--- config.mk ---
export PLATFORM = sky130hd
export DESIGN_NAME = three_axis_stepper_pulse_sequencer_unit
export DESIGN_NICKNAME = d
export VERILOG_FILES = /design/src/hw/rtl/tasps_pkg.sv /design/src/hw/rtl/tasps_motor.sv /design/src/hw/rtl/three_axis_stepper_pulse_sequencer_unit.sv
export SDC_FILE = /design/constraint.sdc
export NUM_CORES = 1
export LEC_CHECK = 0
export BUFFER_PORTS_ARGS = -buffer_cell sky130_fd_sc_hd__buf_2
export CAP_MARGIN = 20
export CORE_UTILIZATION = 55
export DETAILED_ROUTE_END_ITERATION = 7
export PLACE_DENSITY = 0.78
export SETUP_SLACK_MARGIN = 0.2
export SLEW_MARGIN = 10
export SYNTH_ARGS = -nofsm -noshare
export SYNTH_HDL_FRONTEND = slang
export SYNTH_HIERARCHICAL = 1
export SYNTH_SLANG_ARGS = --single-unit
--- constraint.sdc ---
create_clock -name clk -period 4.5 [get_ports clk]
set_clock_uncertainty 0.2 [all_clocks]
set_input_delay 0.45 -clock clk [delete_from_list [all_inputs] [get_ports clk]]
set_output_delay 0.45 -clock clk [all_outputs]
set_load 0.01 [all_outputs]
--- src/hw/rtl/tasps_pkg.sv ---
// ----------------------------------------------------------------------------
// tasps_pkg
// Shared types, constants and the half-step coil table for the three-axis
// stepper pulse sequencer.
// ----------------------------------------------------------------------------
package tasps_pkg;

  localparam int unsigned MOTOR_COUNT_DEF = 3;
  localparam int unsigned IO_MOTORS       = 3;

  localparam logic [15:0] RESET_PERIOD = 16'd4000;
  localparam logic [15:0] RESET_COUNT  = 16'd1;

  typedef enum logic {
    CMD_TICK = 1'b0,
    CMD_LOAD = 1'b1
  } cmd_e;

  typedef struct packed {
    logic               cmd;
    logic signed [15:0] speed_one;
    logic signed [15:0] speed_two;
    logic signed [15:0] speed_three;
  } in_item_t;

  typedef struct packed {
    logic [3:0] coils_one;
    logic [3:0] coils_two;
    logic [3:0] coils_three;
    logic       stepped_one;
    logic       stepped_two;
    logic       stepped_three;
  } out_item_t;

  typedef struct packed {
    logic tick;
    logic load;
  } motor_ctl_t;

  function automatic logic [3:0] coil_pattern(input logic [2:0] ph);
    logic [3:0] pat;
    case (ph)
      3'd0:    pat = 4'h1;
      3'd1:    pat = 4'h3;
      3'd2:    pat = 4'h2;
      3'd3:    pat = 4'h6;
      3'd4:    pat = 4'h4;
      3'd5:    pat = 4'hC;
      3'd6:    pat = 4'h8;
      3'd7:    pat = 4'h9;
      default: pat = 4'h0;
    endcase
    return pat;
  endfunction

endpackage

--- src/hw/rtl/tasps_motor.sv ---
// ----------------------------------------------------------------------------
// tasps_motor
// One motor channel: countdown, period, direction, phase and latched coil
// pattern; steps when the countdown reaches zero on a tick.
// ----------------------------------------------------------------------------
module tasps_motor
  import tasps_pkg::*;
(
  input  logic               clk,
  input  logic               rst_n,
  input  motor_ctl_t         ctl,
  input  logic signed [15:0] speed,
  output logic [3:0]         coils_nxt,
  output logic               stepped
);

  logic [15:0] countdown_r, countdown_nxt;
  logic [15:0] period_r, period_nxt;
  logic        fwd_r, fwd_nxt;
  logic [2:0]  phase_r, phase_nxt;
  logic [3:0]  coils_r;
  logic [15:0] dec;
  logic [15:0] speed_u;

  assign dec     = countdown_r - 16'd1;
  assign speed_u = speed;
  assign stepped = ctl.tick && (dec == 16'd0);

  always_comb begin
    countdown_nxt = countdown_r;
    period_nxt    = period_r;
    fwd_nxt       = fwd_r;
    phase_nxt     = phase_r;
    coils_nxt     = coils_r;
    if (ctl.load) begin
      if (speed_u != 16'd0 && !speed_u[15]) begin
        fwd_nxt    = 1'b1;
        period_nxt = speed_u;
      end else begin
        fwd_nxt    = 1'b0;
        period_nxt = 16'd0 - speed_u;
      end
    end else if (ctl.tick) begin
      countdown_nxt = dec;
      if (dec == 16'd0) begin
        coils_nxt     = coil_pattern(phase_r);
        phase_nxt     = fwd_r ? phase_r + 3'd1 : phase_r - 3'd1;
        countdown_nxt = period_r;
      end
    end
  end

  always_ff @(posedge clk) begin
    if (!rst_n) begin
      countdown_r <= RESET_COUNT;
      period_r    <= RESET_PERIOD;
      fwd_r       <= 1'b0;
      phase_r     <= 3'd0;
      coils_r     <= 4'd0;
    end else begin
      countdown_r <= countdown_nxt;
      period_r    <= period_nxt;
      fwd_r       <= fwd_nxt;
      phase_r     <= phase_nxt;
      coils_r     <= coils_nxt;
    end
  end

endmodule

--- src/hw/rtl/three_axis_stepper_pulse_sequencer_unit.sv ---
// ----------------------------------------------------------------------------
// three_axis_stepper_pulse_sequencer_unit
// Half-step coil sequencer for MOTOR_COUNT stepper motors, three reported.
//
// Input beats (in_valid/in_ready, in_data) carry either a timer tick or a
// load of three signed speeds. Every input beat yields exactly one output
// beat (out_valid/out_ready, out_data) with the latched coil patterns and
// per-motor step flags. A beat passes an input register, then the motor
// update logic, and lands in the output register. One beat per cycle is
// sustained while the receiver keeps out_ready high; the motor state update
// is a single decrement-compare per motor between those two registers.
// When the receiver stalls, the output register holds its beat and the
// input register takes one more; in_ready then drops until the output
// drains. Reset empties both registers and returns every motor to
// countdown 1, period 4000, backward, phase 0, coils 0.
// ----------------------------------------------------------------------------
module three_axis_stepper_pulse_sequencer_unit
  import tasps_pkg::*;
#(
  parameter int unsigned MOTOR_COUNT = MOTOR_COUNT_DEF
)(
  input  logic      clk,
  input  logic      rst_n,
  input  logic      in_valid,
  output logic      in_ready,
  input  in_item_t  in_data,
  output logic      out_valid,
  input  logic      out_ready,
  output out_item_t out_data
);

  in_item_t  in_r;
  logic      in_valid_r;
  out_item_t out_r, out_nxt;
  logic      out_valid_r;
  logic      advance;
  motor_ctl_t ctl;

  logic signed [15:0] speed_io [IO_MOTORS];
  logic [3:0]         coils    [MOTOR_COUNT];
  logic               stepped  [MOTOR_COUNT];
  logic [3:0]         coils_io   [IO_MOTORS];
  logic               stepped_io [IO_MOTORS];

  assign advance  = in_valid_r && (!out_valid_r || out_ready);
  assign in_ready = !in_valid_r || advance;

  assign ctl.tick = advance && (in_r.cmd == CMD_TICK);
  assign ctl.load = advance && (in_r.cmd == CMD_LOAD);

  assign speed_io[0] = in_r.speed_one;
  assign speed_io[1] = in_r.speed_two;
  assign speed_io[2] = in_r.speed_three;

  for (genvar m = 0; m < MOTOR_COUNT; m++) begin : g_motor
    motor_ctl_t         mctl;
    logic signed [15:0] mspeed;
    if (m < IO_MOTORS) begin : g_io
      assign mctl   = ctl;
      assign mspeed = speed_io[m];
    end else begin : g_hidden
      assign mctl.tick = ctl.tick;
      assign mctl.load = 1'b0;
      assign mspeed    = 16'sd0;
    end
    tasps_motor u_motor (
      .clk       (clk),
      .rst_n     (rst_n),
      .ctl       (mctl),
      .speed     (mspeed),
      .coils_nxt (coils[m]),
      .stepped   (stepped[m])
    );
  end

  for (genvar m = 0; m < IO_MOTORS; m++) begin : g_report
    if (m < MOTOR_COUNT) begin : g_on
      assign coils_io[m]   = coils[m];
      assign stepped_io[m] = stepped[m];
    end else begin : g_off
      assign coils_io[m]   = 4'd0;
      assign stepped_io[m] = 1'b0;
    end
  end

  always_comb begin
    out_nxt.coils_one     = coils_io[0];
    out_nxt.coils_two     = coils_io[1];
    out_nxt.coils_three   = coils_io[2];
    out_nxt.stepped_one   = stepped_io[0];
    out_nxt.stepped_two   = stepped_io[1];
    out_nxt.stepped_three = stepped_io[2];
  end

  always_ff @(posedge clk) begin
    if (!rst_n) begin
      in_valid_r  <= 1'b0;
      out_valid_r <= 1'b0;
    end else begin
      if (in_ready) begin
        in_valid_r <= in_valid;
      end
      if (advance) begin
        out_valid_r <= 1'b1;
      end else if (out_ready) begin
        out_valid_r <= 1'b0;
      end
    end
  end

  always_ff @(posedge clk) begin
    if (in_ready && in_valid) begin
      in_r <= in_data;
    end
    if (advance) begin
      out_r <= out_nxt;
    end
  end

  assign out_valid = out_valid_r;
  assign out_data  = out_r;

endmodule
# After elaboration in Yosys (flattened, before gate mapping)

Memories as Yosys holds them, arrays and structs flattened. A register that Yosys moved wholly into a read port is not among the register bits.
Index checks and enable logic that the tools add are counted.

Word-level logic and storage cells: 101
Register bits after elaboration: 186
Output and inout bits: 17
Input port bits: 53
RAM bits: 0
Memories: 3
ROM bits: 96
Bits in latches: 0

Shift-type cells: 0
Multiplexer cells: 29
Order comparisons: 0
Divide/modulo/power cells: 0
Eq/ne operators: 0
Bitwise gates (word level): 2
$mul: 0
Add/subtract/negate cells: 12
Reduce and logical (&&, ||, !) cells: 28

Memory list:

| name            | words | bits a word | rd ports | clocked after Yosys merged registers in | write ports | RTL line        | source |
|---|---|---|---|---|---|---|---|
| (no name shown) | 8     | 4           | 1        | 1                                       | 0           | tasps_pkg.sv:42 | `case (ph)` |
| (no name shown) | 8     | 4           | 1        | 1                                       | 0           | tasps_pkg.sv:42 |  |
| (no name shown) | 8     | 4           | 1        | 1                                       | 0           | tasps_pkg.sv:42 |  |

Operators with widths:

| kind                                                                  | count |
|---|---|
| 16-bit two-way mux                                                    | 6 |
| 16-bit logical NOT                                                    | 3 |
| 16-bit nonzero test                                                   | 3 |
| 1-bit by 16-bit subtractor with 16-bit output (first input constant)  | 3 |
| 16-bit by 1-bit subtractor with 16-bit output (second input constant) | 3 |
| 4-bit two-way mux                                                     | 9 |
| 3-bit two-way mux                                                     | 9 |
| 1-bit logical AND                                                     | 10 |
| 3-bit by 1-bit adder with 3-bit output (second input constant)        | 3 |
| 3-bit AND reduction                                                   | 3 |
| 3-bit by 1-bit subtractor with 3-bit output (second input constant)   | 3 |
| 1-bit logical NOT                                                     | 5 |
| 1-bit two-way mux                                                     | 5 |
| 1-bit logical OR                                                      | 2 |
| 1-bit NOT                                                             | 2 |
| 2-bit AND reduction                                                   | 1 |
| 2-bit nonzero test                                                    | 1 |

# Logic depth before layout (Yosys ltp)

Gate-level depths: netlist of the first run.

Word-level depth: 8
Mapped depth: 13
Depth with buffers taken out: 11

# Cells and area by module

The synthesis of the first run kept the hierarchy.

Modules (own cells, without submodules):

| module                                  | area each (µm²) | seq. area each (µm²) | cells an instance | times used |
|---|---|---|---|---|
| tasps_motor (g_motor[0].u_motor)        | 2,718.9         | 880.8                | 333               | 1 |
| tasps_motor (g_motor[1].u_motor)        | 2,691.3         | 880.8                | 341               | 1 |
| tasps_motor (g_motor[2].u_motor)        | 2,643.8         | 880.8                | 330               | 1 |
| three_axis_stepper_pulse_sequencer_unit | 2,048.2         | 1,961.9              | 76                | 1 |

# Worst setup path after synthesis of the first run

No wires, ideal clock.

Path type: register -> register
From: register g_motor[1].u_motor.countdown_r[0]
To: register g_motor[1].u_motor.phase_r[2]
Library setup time: 0.071 ns
Period minus slack after synthesis: 3.359 ns
Path buffers: 3
Stages on the path, launching flop included: 13
Slack: 1.141 ns
Data required time: 4.229 ns
Data arrival time: 3.089 ns
Cell sequence: dfxtp_1 clkbuf_1 inv_1 ha_1 or3b_2 clkbuf_1 nor4_1 xnor2_1 nand3_2 or3_1 buf_2 or3_1 a21oi_1

Longest elaborated chain between the ends: 3

Ends and longest elaborated chain:

| what                                          | RTL line          | source |
|---|---|---|
| start: declaration                            | tasps_motor.sv:17 | `logic [15:0] countdown_r, countdown_nxt;` |
| start signal: assignment                      | tasps_motor.sv:61 | `countdown_r <= countdown_nxt;` |
| 16-bit by 1-bit subtractor with 16-bit output | tasps_motor.sv:25 | `assign dec = countdown_r - 16'd1;` |
| 16-bit logical NOT                            | tasps_motor.sv:45 | `if (dec == 16'd0) begin` |
| 3-bit AND reduction (no line)                 | n/a               |  |
| end signal: assignment                        | tasps_motor.sv:64 | `phase_r <= phase_nxt;` |
| end: declaration                              | tasps_motor.sv:20 | `logic [2:0] phase_r, phase_nxt;` |

No other way between the ends.
A chain may end at the register's enable or synchronous reset.

==> results.toml, run 1 <==
[clock_tree]
clock-sinks = 198
clock_path_buffers = 2
cts_tree = "built"
cts_setup_buffers = 0
cts_made_buffers = 17
cts_resized = 0
clk_pin_slew_worst_paths_ns = 0.07
cts-root-buf = "clkbuf_16"
h-tree-depth = 4
worstSkewPairLatency_ns = 0.44

[grt]
overflow = 0
grt.busiest_layer = "met2"
grt_use_total_pct = 24.9
grtUsageMet2_pct = 41.3
grt_pass1_vias = 7702
met3_usage_pct = 3.50
grt_pass1_wl_mm = 37.1
antenna_found_initial = 0
use_met1_pct = 32.2
grt_start_max_net_pins = 61

[routing]
drt_iter0_drc = 568
wl_per_cell_um = 16.4
drc_errors = 0
drt_wl_total_mm = 22.9
routed_via_density = 5.99
final_antenna_net_count = 0
vias = 8367
dr.pass1.iters = 5

[logic_synthesis]
synth_ff_type = "dfxtp_1"
synth_seq_cells = 198
synthDistinctLibCells = 97
synth-edff-count = 64
synth_seq_area_share_pct = 45.6
synth_most_common_cell = "dfxtp_1"
synthTopCellsByCount = "dfxtp_1 (134), nor2_1 (103), nand2_1 (75)"
yosys-top-cells-area = "dfxtp_1 (27%), edfxtp_1 (19%), nor2_1 (3.8%)"
synth_area_per_cell_um2 = 9.35
synth-async-reset-ratio_pct = 0
synth_warnings = 6
synth_area_um2 = 10100
synth_top_area_share_pct = 26.6
synth_fp_nets = 1145
syn_inst = 1080
synth_area_leader_cell = "dfxtp_1"

[timing]
relSlewSlack_pct = 36.0
worst_pin_slew_ns = 0.960
fin_tns_setup_ns = 0
hold_viol = 0
final_max_slew_viol_count = 0
fin_crit_sh_pct = 85.5
min_period_ns = 3.85
finalSetupViolations = 0
rsz0062_at_grt = "no"
whs_ns = 0.0252
fmaxAchievable_mhz = 260

[placement]
hpwl_mm = 14.9
numPortBuffers = 69
place_congestion = 0.922

[die]
num_io_pins = 70
initial_core_util_pct = 56.2
core_um2 = 18000
die_w_um = 138
die-area_um2 = 18900
std_cell_rows = 49
die_h_um = 138

[pwr]
max-vdd-ir-drop_v = 0.000312
power_per_cell_area_nw_per_um2 = 551
leakage_nw = 4.33

[worst_setup_path]
endpoint_kind = "flip-flop"
path_max_fanout = 13
cp.required_ns = 4.62
cp-start-kind = "flip-flop"
arrival_ns = 3.97
crit_type = "reg2reg"

[layout]
area_growth_pct = 14.6
drive_above_1_share_pct = 13.8
fillers = 1442
layout.nets = 1219
diodes = 0

[flow_run]
cap_violations = 0

[outcome]
status = "finished, final reports clean"

[hold_path]
min_path_type = "in2reg"
[layout make-up]
class	count	area, µm²	share of cell area [%]
multi-input cells	775	5040	43.5
flip-flops and latches	198	4600	39.8
repair buffers	126	893	7.72
clock buffers	22	497	4.29
well taps	229	287	2.48
inverters	36	135	1.17
clock inverters	10	123	1.06
[flip-flops by register name, summed over array words and instances, names as in the netlist, named ones only]
name                         cells
g_motor.u_motor/period_r        48
g_motor.u_motor/countdown_r     48
in_r                             1
in_valid_r                       1
g_motor.u_motor/coils_r         12
out_valid                        1
out_data                        15
g_motor.u_motor/fwd_r            3
g_motor.mspeed                  48
g_motor.u_motor/phase_r          9
[layer usage]
metal / wire length [µm] / share of wire [%] / vias to the layer above
met5: 0 / 0 / -
met4: 627 / 2.7 / 0
met3: 1080 / 4.7 / 48
met2: 11000 / 48 / 253
met1: 10200 / 45 / 3963
li1: - / - / 4103
[worst paths after layout]
| kind | startpoint | endpoint | slack (ns) | cells past startpoint |
|---|---|---|---|---|
| worst max-delay path | g_motor[1].u_motor/countdown_r[0] | g_motor[1].u_motor/coils_r[0] | 0.65 | 9 |
| worst min-delay path | in_data[48] | in_r[48] | 0.03 | 1 |
| worst min register to register | g_motor[1].u_motor/period_r[3] | g_motor[1].u_motor/countdown_r[3] | 0.26 | 2 |
| worst max register to register | g_motor[1].u_motor/countdown_r[0] | g_motor[1].u_motor/coils_r[0] | 0.65 | 9 |
[placed cells by master, fill, tap and decap left out, types with 36 or more instances in the layout]
| cell type | count |
|---|---|
| nor2_1 | 103 |
| a21oi_1 | 62 |
| dlygate4sd3_1 | 48 |
| o21ai_0 | 64 |
| edfxtp_1 | 64 |
| buf_2 | 69 |
| nor3_1 | 43 |
| nand2_1 | 75 |
| nand3_1 | 36 |
| dfxtp_1 | 134 |
[power breakdown]
| group | internal (mW) | switching [mW] |
|---|---|---|
| Sequential | 2.03 | 0.224 |
| Clock | 0.886 | 0.686 |
| Combinational | 1.07 | 1.49 |
[cells by family after synthesis]
group	Yosys count	share of synthesized area, %
compound gates	270	18.4
flops	198	45.6
mux	22	2.54
fa+ha+maj	12	1.71
buf+inv	107	4.57
simple gates	413	22.1
xor+xnor	58	5.03
[metrics by stage]
stage	instances	cell area (µm²)	util [%]	power, mW	worst slack [ns]
global route	1396	11600	64.4	6.75	0.522
detailed placement	1316	10500	58.3	4.77	0.772
floorplan	1080	10100	-	4.28	1.14
CTS	1395	11600	64.4	6.37	0.702
global placement	1316	10500	58.3	4.72	0.851
finish	1396	11600	64.4	6.38	0.651
[what timing repair did]
action	in CTS	in global routing
endpoints found under the setup margin	0	0
endpoints found under the hold margin	47	1
hold buffers	47	1
[worst max-delay path, cell delays in order (launching register included)]
cell     delay (ns)
dfxtp_1        0.42
inv_1          0.12
ha_1           0.36
or3b_2         0.57
nor4_1         0.63
xnor2_1        0.21
nand3_2        0.16
nor3_2         0.50
mux2_2         0.41
and2_1         0.16
(Power assumes the default switching activity.)
==> inputs of run 2 (changes only) <==
--- a/config.mk
+++ b/config.mk
@@ -8,6 +8,7 @@
 export BUFFER_PORTS_ARGS = -buffer_cell sky130_fd_sc_hd__buf_2
 export CAP_MARGIN = 20
 export CORE_UTILIZATION = 55
+export CTS_BUF_LIST = sky130_fd_sc_hd__clkbuf_4 sky130_fd_sc_hd__clkbuf_8
 export DETAILED_ROUTE_END_ITERATION = 7
 export PLACE_DENSITY = 0.78
 export SETUP_SLACK_MARGIN = 0.2
==> run 2 against run 1 <==
Compared with the run above:
- design area decreased by 1.4%
- flip-flop and latch count unchanged
- power shrank 4.9%
- largest cell class unchanged
==> results.toml, run 2 (synthesis results as in run 1) <==
[grt]
grt_use_total_pct = 24.8
overflow = 0
grt_pass1_wl_mm = 36.9
grt_start_max_net_pins = 61
grt_pass1_vias = 7594
antenna_found_initial = 0

[clock_tree]
clock-sinks = 198
cts_resized = 0
clock_path_buffers = 2
cts-root-buf = "clkbuf_8"
hold_buffers = 49
cts_setup_buffers = 0
clk_pin_slew_worst_paths_ns = 0.09
h-tree-depth = 4
worstSkewPairLatency_ns = 0.48
cts_tree = "built"
cts_made_buffers = 17

[worst_setup_path]
arrival_ns = 3.95
crit_type = "reg2reg"
cp.required_ns = 4.67
critPathLaunch = "g_motor[1].u_motor/countdown_r[0]"
r2r-start = "g_motor[1].u_motor/countdown_r[0]"
rr_endpoint = "g_motor[1].u_motor/coils_r[0]"
r2r_setup_slack_ns = 0.72
cp-endpoint = "g_motor[1].u_motor/coils_r[0]"
cp-start-kind = "flip-flop"
path_max_fanout = 13
rr_worst_depth = 9
endpoint_kind = "flip-flop"

[routing]
drt_wl_total_mm = 22.8
dr.pass1.iters = 5
drc_errors = 0
wl_per_cell_um = 16.3
final_antenna_net_count = 0
routed_via_density = 6.00
drt_iter0_drc = 568
vias = 8389

[timing]
min_period_ns = 3.78
relSlewSlack_pct = 34.8
finalSetupViolations = 0
whs_ns = 0.0489
fmaxAchievable_mhz = 265
worst_pin_slew_ns = 0.978
hold_viol = 0
fin_tns_setup_ns = 0
rsz0062_at_grt = "no"
fin_crit_sh_pct = 83.9
final_max_slew_viol_count = 0

[die]
die_h_um = 138
core_um2 = 18000
std_cell_rows = 49
die_w_um = 138
num_io_pins = 70
initial_core_util_pct = 56.2
die-area_um2 = 18900

[outcome]
status = "finished, final reports clean"

[layout]
fin_util_pct = 63.5
layout.nets = 1220
drive_above_1_share_pct = 14.0
final_cell_mix = "dfxtp_1 (134), nor2_1 (103), nand2_1 (75), buf_2 (69)"
area_growth_pct = 13.0
layout_commonest_cell = "dfxtp_1"

[pwr]
leakage_nw = 4.26
max-vdd-ir-drop_v = 0.000281
power_per_cell_area_nw_per_um2 = 531
p_total_mw = 6.07

[placement]
hpwl_mm = 14.9
numPortBuffers = 69
place_congestion = 0.922

[hold_path]
hold_depth = 3
min_path_type = "in2reg"

[flow_run]
cap_violations = 0
run 2: final cells by class:
class | count | area (µm²)
fill | 1464 | 6550
multi-input combinational | 775 | 5040
sequential | 198 | 4600
timing repair buffer | 127 | 903
tap | 229 | 287
clock buffer | 20 | 263
clock inverter | 12 | 183
inverter | 36 | 135
antenna | 1 | 2.50
run 2: routing by layer:
| layer | global-route usage [%] | wire [µm] | up-vias |
|---|---|---|---|
| met5 | 0 | 0 | - |
| met4 | 8.91 | 420 | 0 |
| met3 | 3.86 | 1050 | 32 |
| met2 | 41.2 | 11000 | 256 |
| met1 | 32.6 | 10300 | 3990 |
| li1 | - | - | 4111 |
run 2: report_power, final:
group	switching (mW)	leakage, nW	internal [mW]
Clock	0.641	0.233	0.617
Combinational	1.49	2.31	1.07
Sequential	0.222	1.71	2.02
run 2: worst min-delay path by stage:
stage / end / slack [ns] / from
final: in_valid_r / 0.05 / in_valid
after global placement: g_motor[1].u_motor/countdown_r[3] / 0.25 / g_motor[1].u_motor/period_r[3]
after detailed placement: g_motor[1].u_motor/countdown_r[2] / 0.25 / g_motor[1].u_motor/period_r[2]
after floorplan: g_motor[0].u_motor/period_r[8] / 0.23 / g_motor[0].u_motor/period_r[8]
after global routing: in_valid_r / 0.04 / in_valid
after CTS: in_valid_r / 0.03 / in_valid
run 2: critical path: stages, from the launching register on:
cell     delay [ns]
dfxtp_1        0.43
inv_1          0.12
ha_1           0.36
or3b_2         0.57
nor4_1         0.57
xnor2_1        0.20
nand3_2        0.16
nor3_2         0.50
mux2_2         0.41
and2_1         0.16
run 2: stage by stage:
| stage | setup slack [ns] | std cells | cell area [µm²] |
|---|---|---|---|
| detailed placement | 0.772 | 1316 | 10500 |
| finish | 0.723 | 1398 | 11400 |
| floorplan | 1.14 | 1080 | 10100 |
| CTS | 0.752 | 1397 | 11400 |
| global placement | 0.851 | 1316 | 10500 |
| global route | 0.527 | 1397 | 11400 |
==> inputs of run 3 (changes only) <==
--- a/config.mk
+++ b/config.mk
@@ -10,7 +10,7 @@
 export CORE_UTILIZATION = 55
 export CTS_BUF_LIST = sky130_fd_sc_hd__clkbuf_4 sky130_fd_sc_hd__clkbuf_8
 export DETAILED_ROUTE_END_ITERATION = 7
-export PLACE_DENSITY = 0.78
+export PLACE_DENSITY = 0.81
 export SETUP_SLACK_MARGIN = 0.2
 export SLEW_MARGIN = 10
 export SYNTH_ARGS = -nofsm -noshare
==> constraint.sdc (replaced) <==
create_clock -name clk -period 3.3 [get_ports clk]
set_clock_uncertainty 0.2 [all_clocks]
set_input_delay 0.33 -clock clk [delete_from_list [all_inputs] [get_ports clk]]
set_output_delay 0.33 -clock clk [all_outputs]
set_load 0.01 [all_outputs]
==> run 3 against run 2 <==
Compared with the run above:
- core utilization up 2.0 points
- wire length increased by 4.5%
- design area is 3.2% higher
- power is 43% higher
- die area stayed put
- worst setup slack got worse by 0.44 ns
- global-route usage rose by 1.2 points
- clock-buffer cell count decreased by 1
- cell count is 2.8% higher
- critical endpoint is now g_motor[1].u_motor/coils_r[1]
- highest routed layer unchanged
==> results.toml, run 3 (synthesis results as in run 1) <==
[worst_setup_path]
cp-start-kind = "flip-flop"
cp.required_ns = 3.47
rr_endpoint = "g_motor[1].u_motor/coils_r[1]"
arrival_ns = 3.19
path_max_fanout = 12
r2r_setup_slack_ns = 0.29
endpoint_kind = "flip-flop"
rr_worst_depth = 9
r2r-start = "g_motor[1].u_motor/countdown_r[0]"
crit_type = "reg2reg"

[pwr]
switching_share_pct = 39.1
power_per_cell_area_nw_per_um2 = 738
max-vdd-ir-drop_v = 0.000525
p_int_mw = 5.29
p_total_mw = 8.69
clkPwrFrac_pct = 17.8
power_frac_comb_pct = 47.2
leakage_nw = 4.45
pwr-share-seq_pct = 35.0
p_switching_mw = 3.40

[routing]
drc_errors = 0
drt_wl_total_mm = 23.8
wl_per_cell_um = 16.6
routed_via_density = 6.06
dr.pass1.iters = 5
drt_iter0_drc = 740
vias = 8704
final_antenna_net_count = 0

[timing]
relSlewSlack_pct = 35.2
worst_pin_slew_ns = 0.972
fin_tns_setup_ns = 0
rsz0062_at_grt = "yes"
fmaxAchievable_mhz = 332
finalSetupViolations = 0
hold_viol = 0
fin_crit_sh_pct = 91.3
whs_ns = 0.101
min_period_ns = 3.01
final_max_slew_viol_count = 0

[layout]
diodes = 0
layout_commonest_cell = "dfxtp_1"
fillers = 1387
design_area_um2 = 11800
final_cell_mix = "dfxtp_1 (132), nor2_1 (102), nand2_1 (75), buf_2 (69)"
layout.nets = 1260
drive_above_1_share_pct = 17.5
area_growth_pct = 16.6

[clock_tree]
cts_made_buffers = 17
clock-sinks = 198
worstSkewPairLatency_ns = 0.47
h-tree-depth = 4
clock_path_buffers = 2
clk_pin_slew_worst_paths_ns = 0.10
cts_tree = "built"
cts-root-buf = "clkbuf_8"

[hold_path]
hold_depth = 2
min_to = "g_motor[0].u_motor/period_r[8]"
min_path_type = "in2reg"
hold_start = "rst_n"

[placement]
hpwl_mm = 15.6
numPortBuffers = 69
placed_area_um2 = 10700
place_congestion = 0.953

[flow_run]
cap_violations = 0

[die]
num_io_pins = 70
die_w_um = 138
core_um2 = 18000
std_cell_rows = 49
die-area_um2 = 18900
die_h_um = 138
initial_core_util_pct = 56.2

[outcome]
status = "finished, final reports clean"

[grt]
grt_pass1_wl_mm = 38.6
grt_use_total_pct = 26.0
overflow = 0
antenna_found_initial = 0
grt_start_max_net_pins = 61
grt_pass1_vias = 7928
-- run 3: cell count changes in the layout (fill, tap and decap cells not counted), moves of 2 or more --
cell / delta
buf_4: +36
nor4_1: -4
clkinv_2: +3
clkinv_4: -3
dlygate4sd3_1: +3
nor4_4: +3
bufinv_16: -2
dfxtp_1: -2
dfxtp_2: +2
ha_1: -2
ha_4: +2
inv_6: +2
-- run 3: routing by layer --
metal	track usage, %	up-vias	share of wire [%]
met3	3.75	54	5.3
met4	11.6	0	2.4
li1	-	4193	-
met2	42.7	310	48
met1	34.0	4147	44
met5	0	-	0
-- run 3: worst max path at each step --
stage | start | to | depth (start not counted)
after floorplan | g_motor[1].u_motor/countdown_r[0] | g_motor[1].u_motor/phase_r[2] | 12
after global placement | g_motor[2].u_motor/countdown_r[0] | flip-flop | 10
after detailed placement | g_motor[1].u_motor/countdown_r[1] | g_motor[1].u_motor/countdown_r[1] | 10
after CTS | g_motor[0].u_motor/countdown_r[2] | flip-flop | 9
after global routing | g_motor[1].u_motor/countdown_r[0] | g_motor[1].u_motor/countdown_r[1] | 10
final | g_motor[1].u_motor/countdown_r[0] | g_motor[1].u_motor/coils_r[1] | 9
-- run 3: critical path: stages (launching register included) --
cell	delay, ns
dfxtp_1	0.32
buf_4	0.17
or4b_1	0.50
o31ai_1	0.11
a31oi_2	0.25
or3_1	0.44
nor3_2	0.22
buf_4	0.20
mux2_2	0.34
and2_1	0.16
-- run 3: stage by stage --
stage / cells / util, % / worst slack [ns]
2_1_floorplan: 1080 / - / 0.209
3_3_place_gp: 1339 / 59.4 / 0.277
3_5_place_dp: 1339 / 59.4 / 0.124
4_1_cts: 1425 / 64.6 / 0.203
5_1_grt: 1437 / 65.6 / 0.0872
6_report: 1437 / 65.6 / 0.287
-- run 3: layout make-up --
type                            count  area [µm²]  share of cell area (%)
Inverter                           36         135                    1.15
Multi-Input combinational cell    775        5140                    43.6
Clock inverter                     13         131                    1.12
Sequential cell                   198        4610                    39.1
Timing Repair Buffer              167        1220                    10.4
Tap cell                          229         287                    2.43
Clock buffer                       19         255                    2.17
-- run 3: power groups by stage --
| stage | combinational [mW] | sequential [mW] | clock (mW) |
|---|---|---|---|
| 2_1_floorplan | 2.89 | 2.97 | 0 |
| 3_3_place_gp | 3.58 | 3.07 | 0 |
| 3_5_place_dp | 3.65 | 3.08 | 0 |
| 4_1_cts | 3.74 | 3.02 | 1.58 |
| 5_1_grt | 4.48 | 3.08 | 1.68 |
| 6_report | 4.10 | 3.04 | 1.55 |
-- run 3: what timing repair did --
item	in CTS	in global routing
endpoints found under the hold margin	51	0
hold buffers	52	0
setup buffers	2	12
gates resized for setup	2	15
setup endpoints to repair	13	48
cloned	0	0
pin swaps	0	8
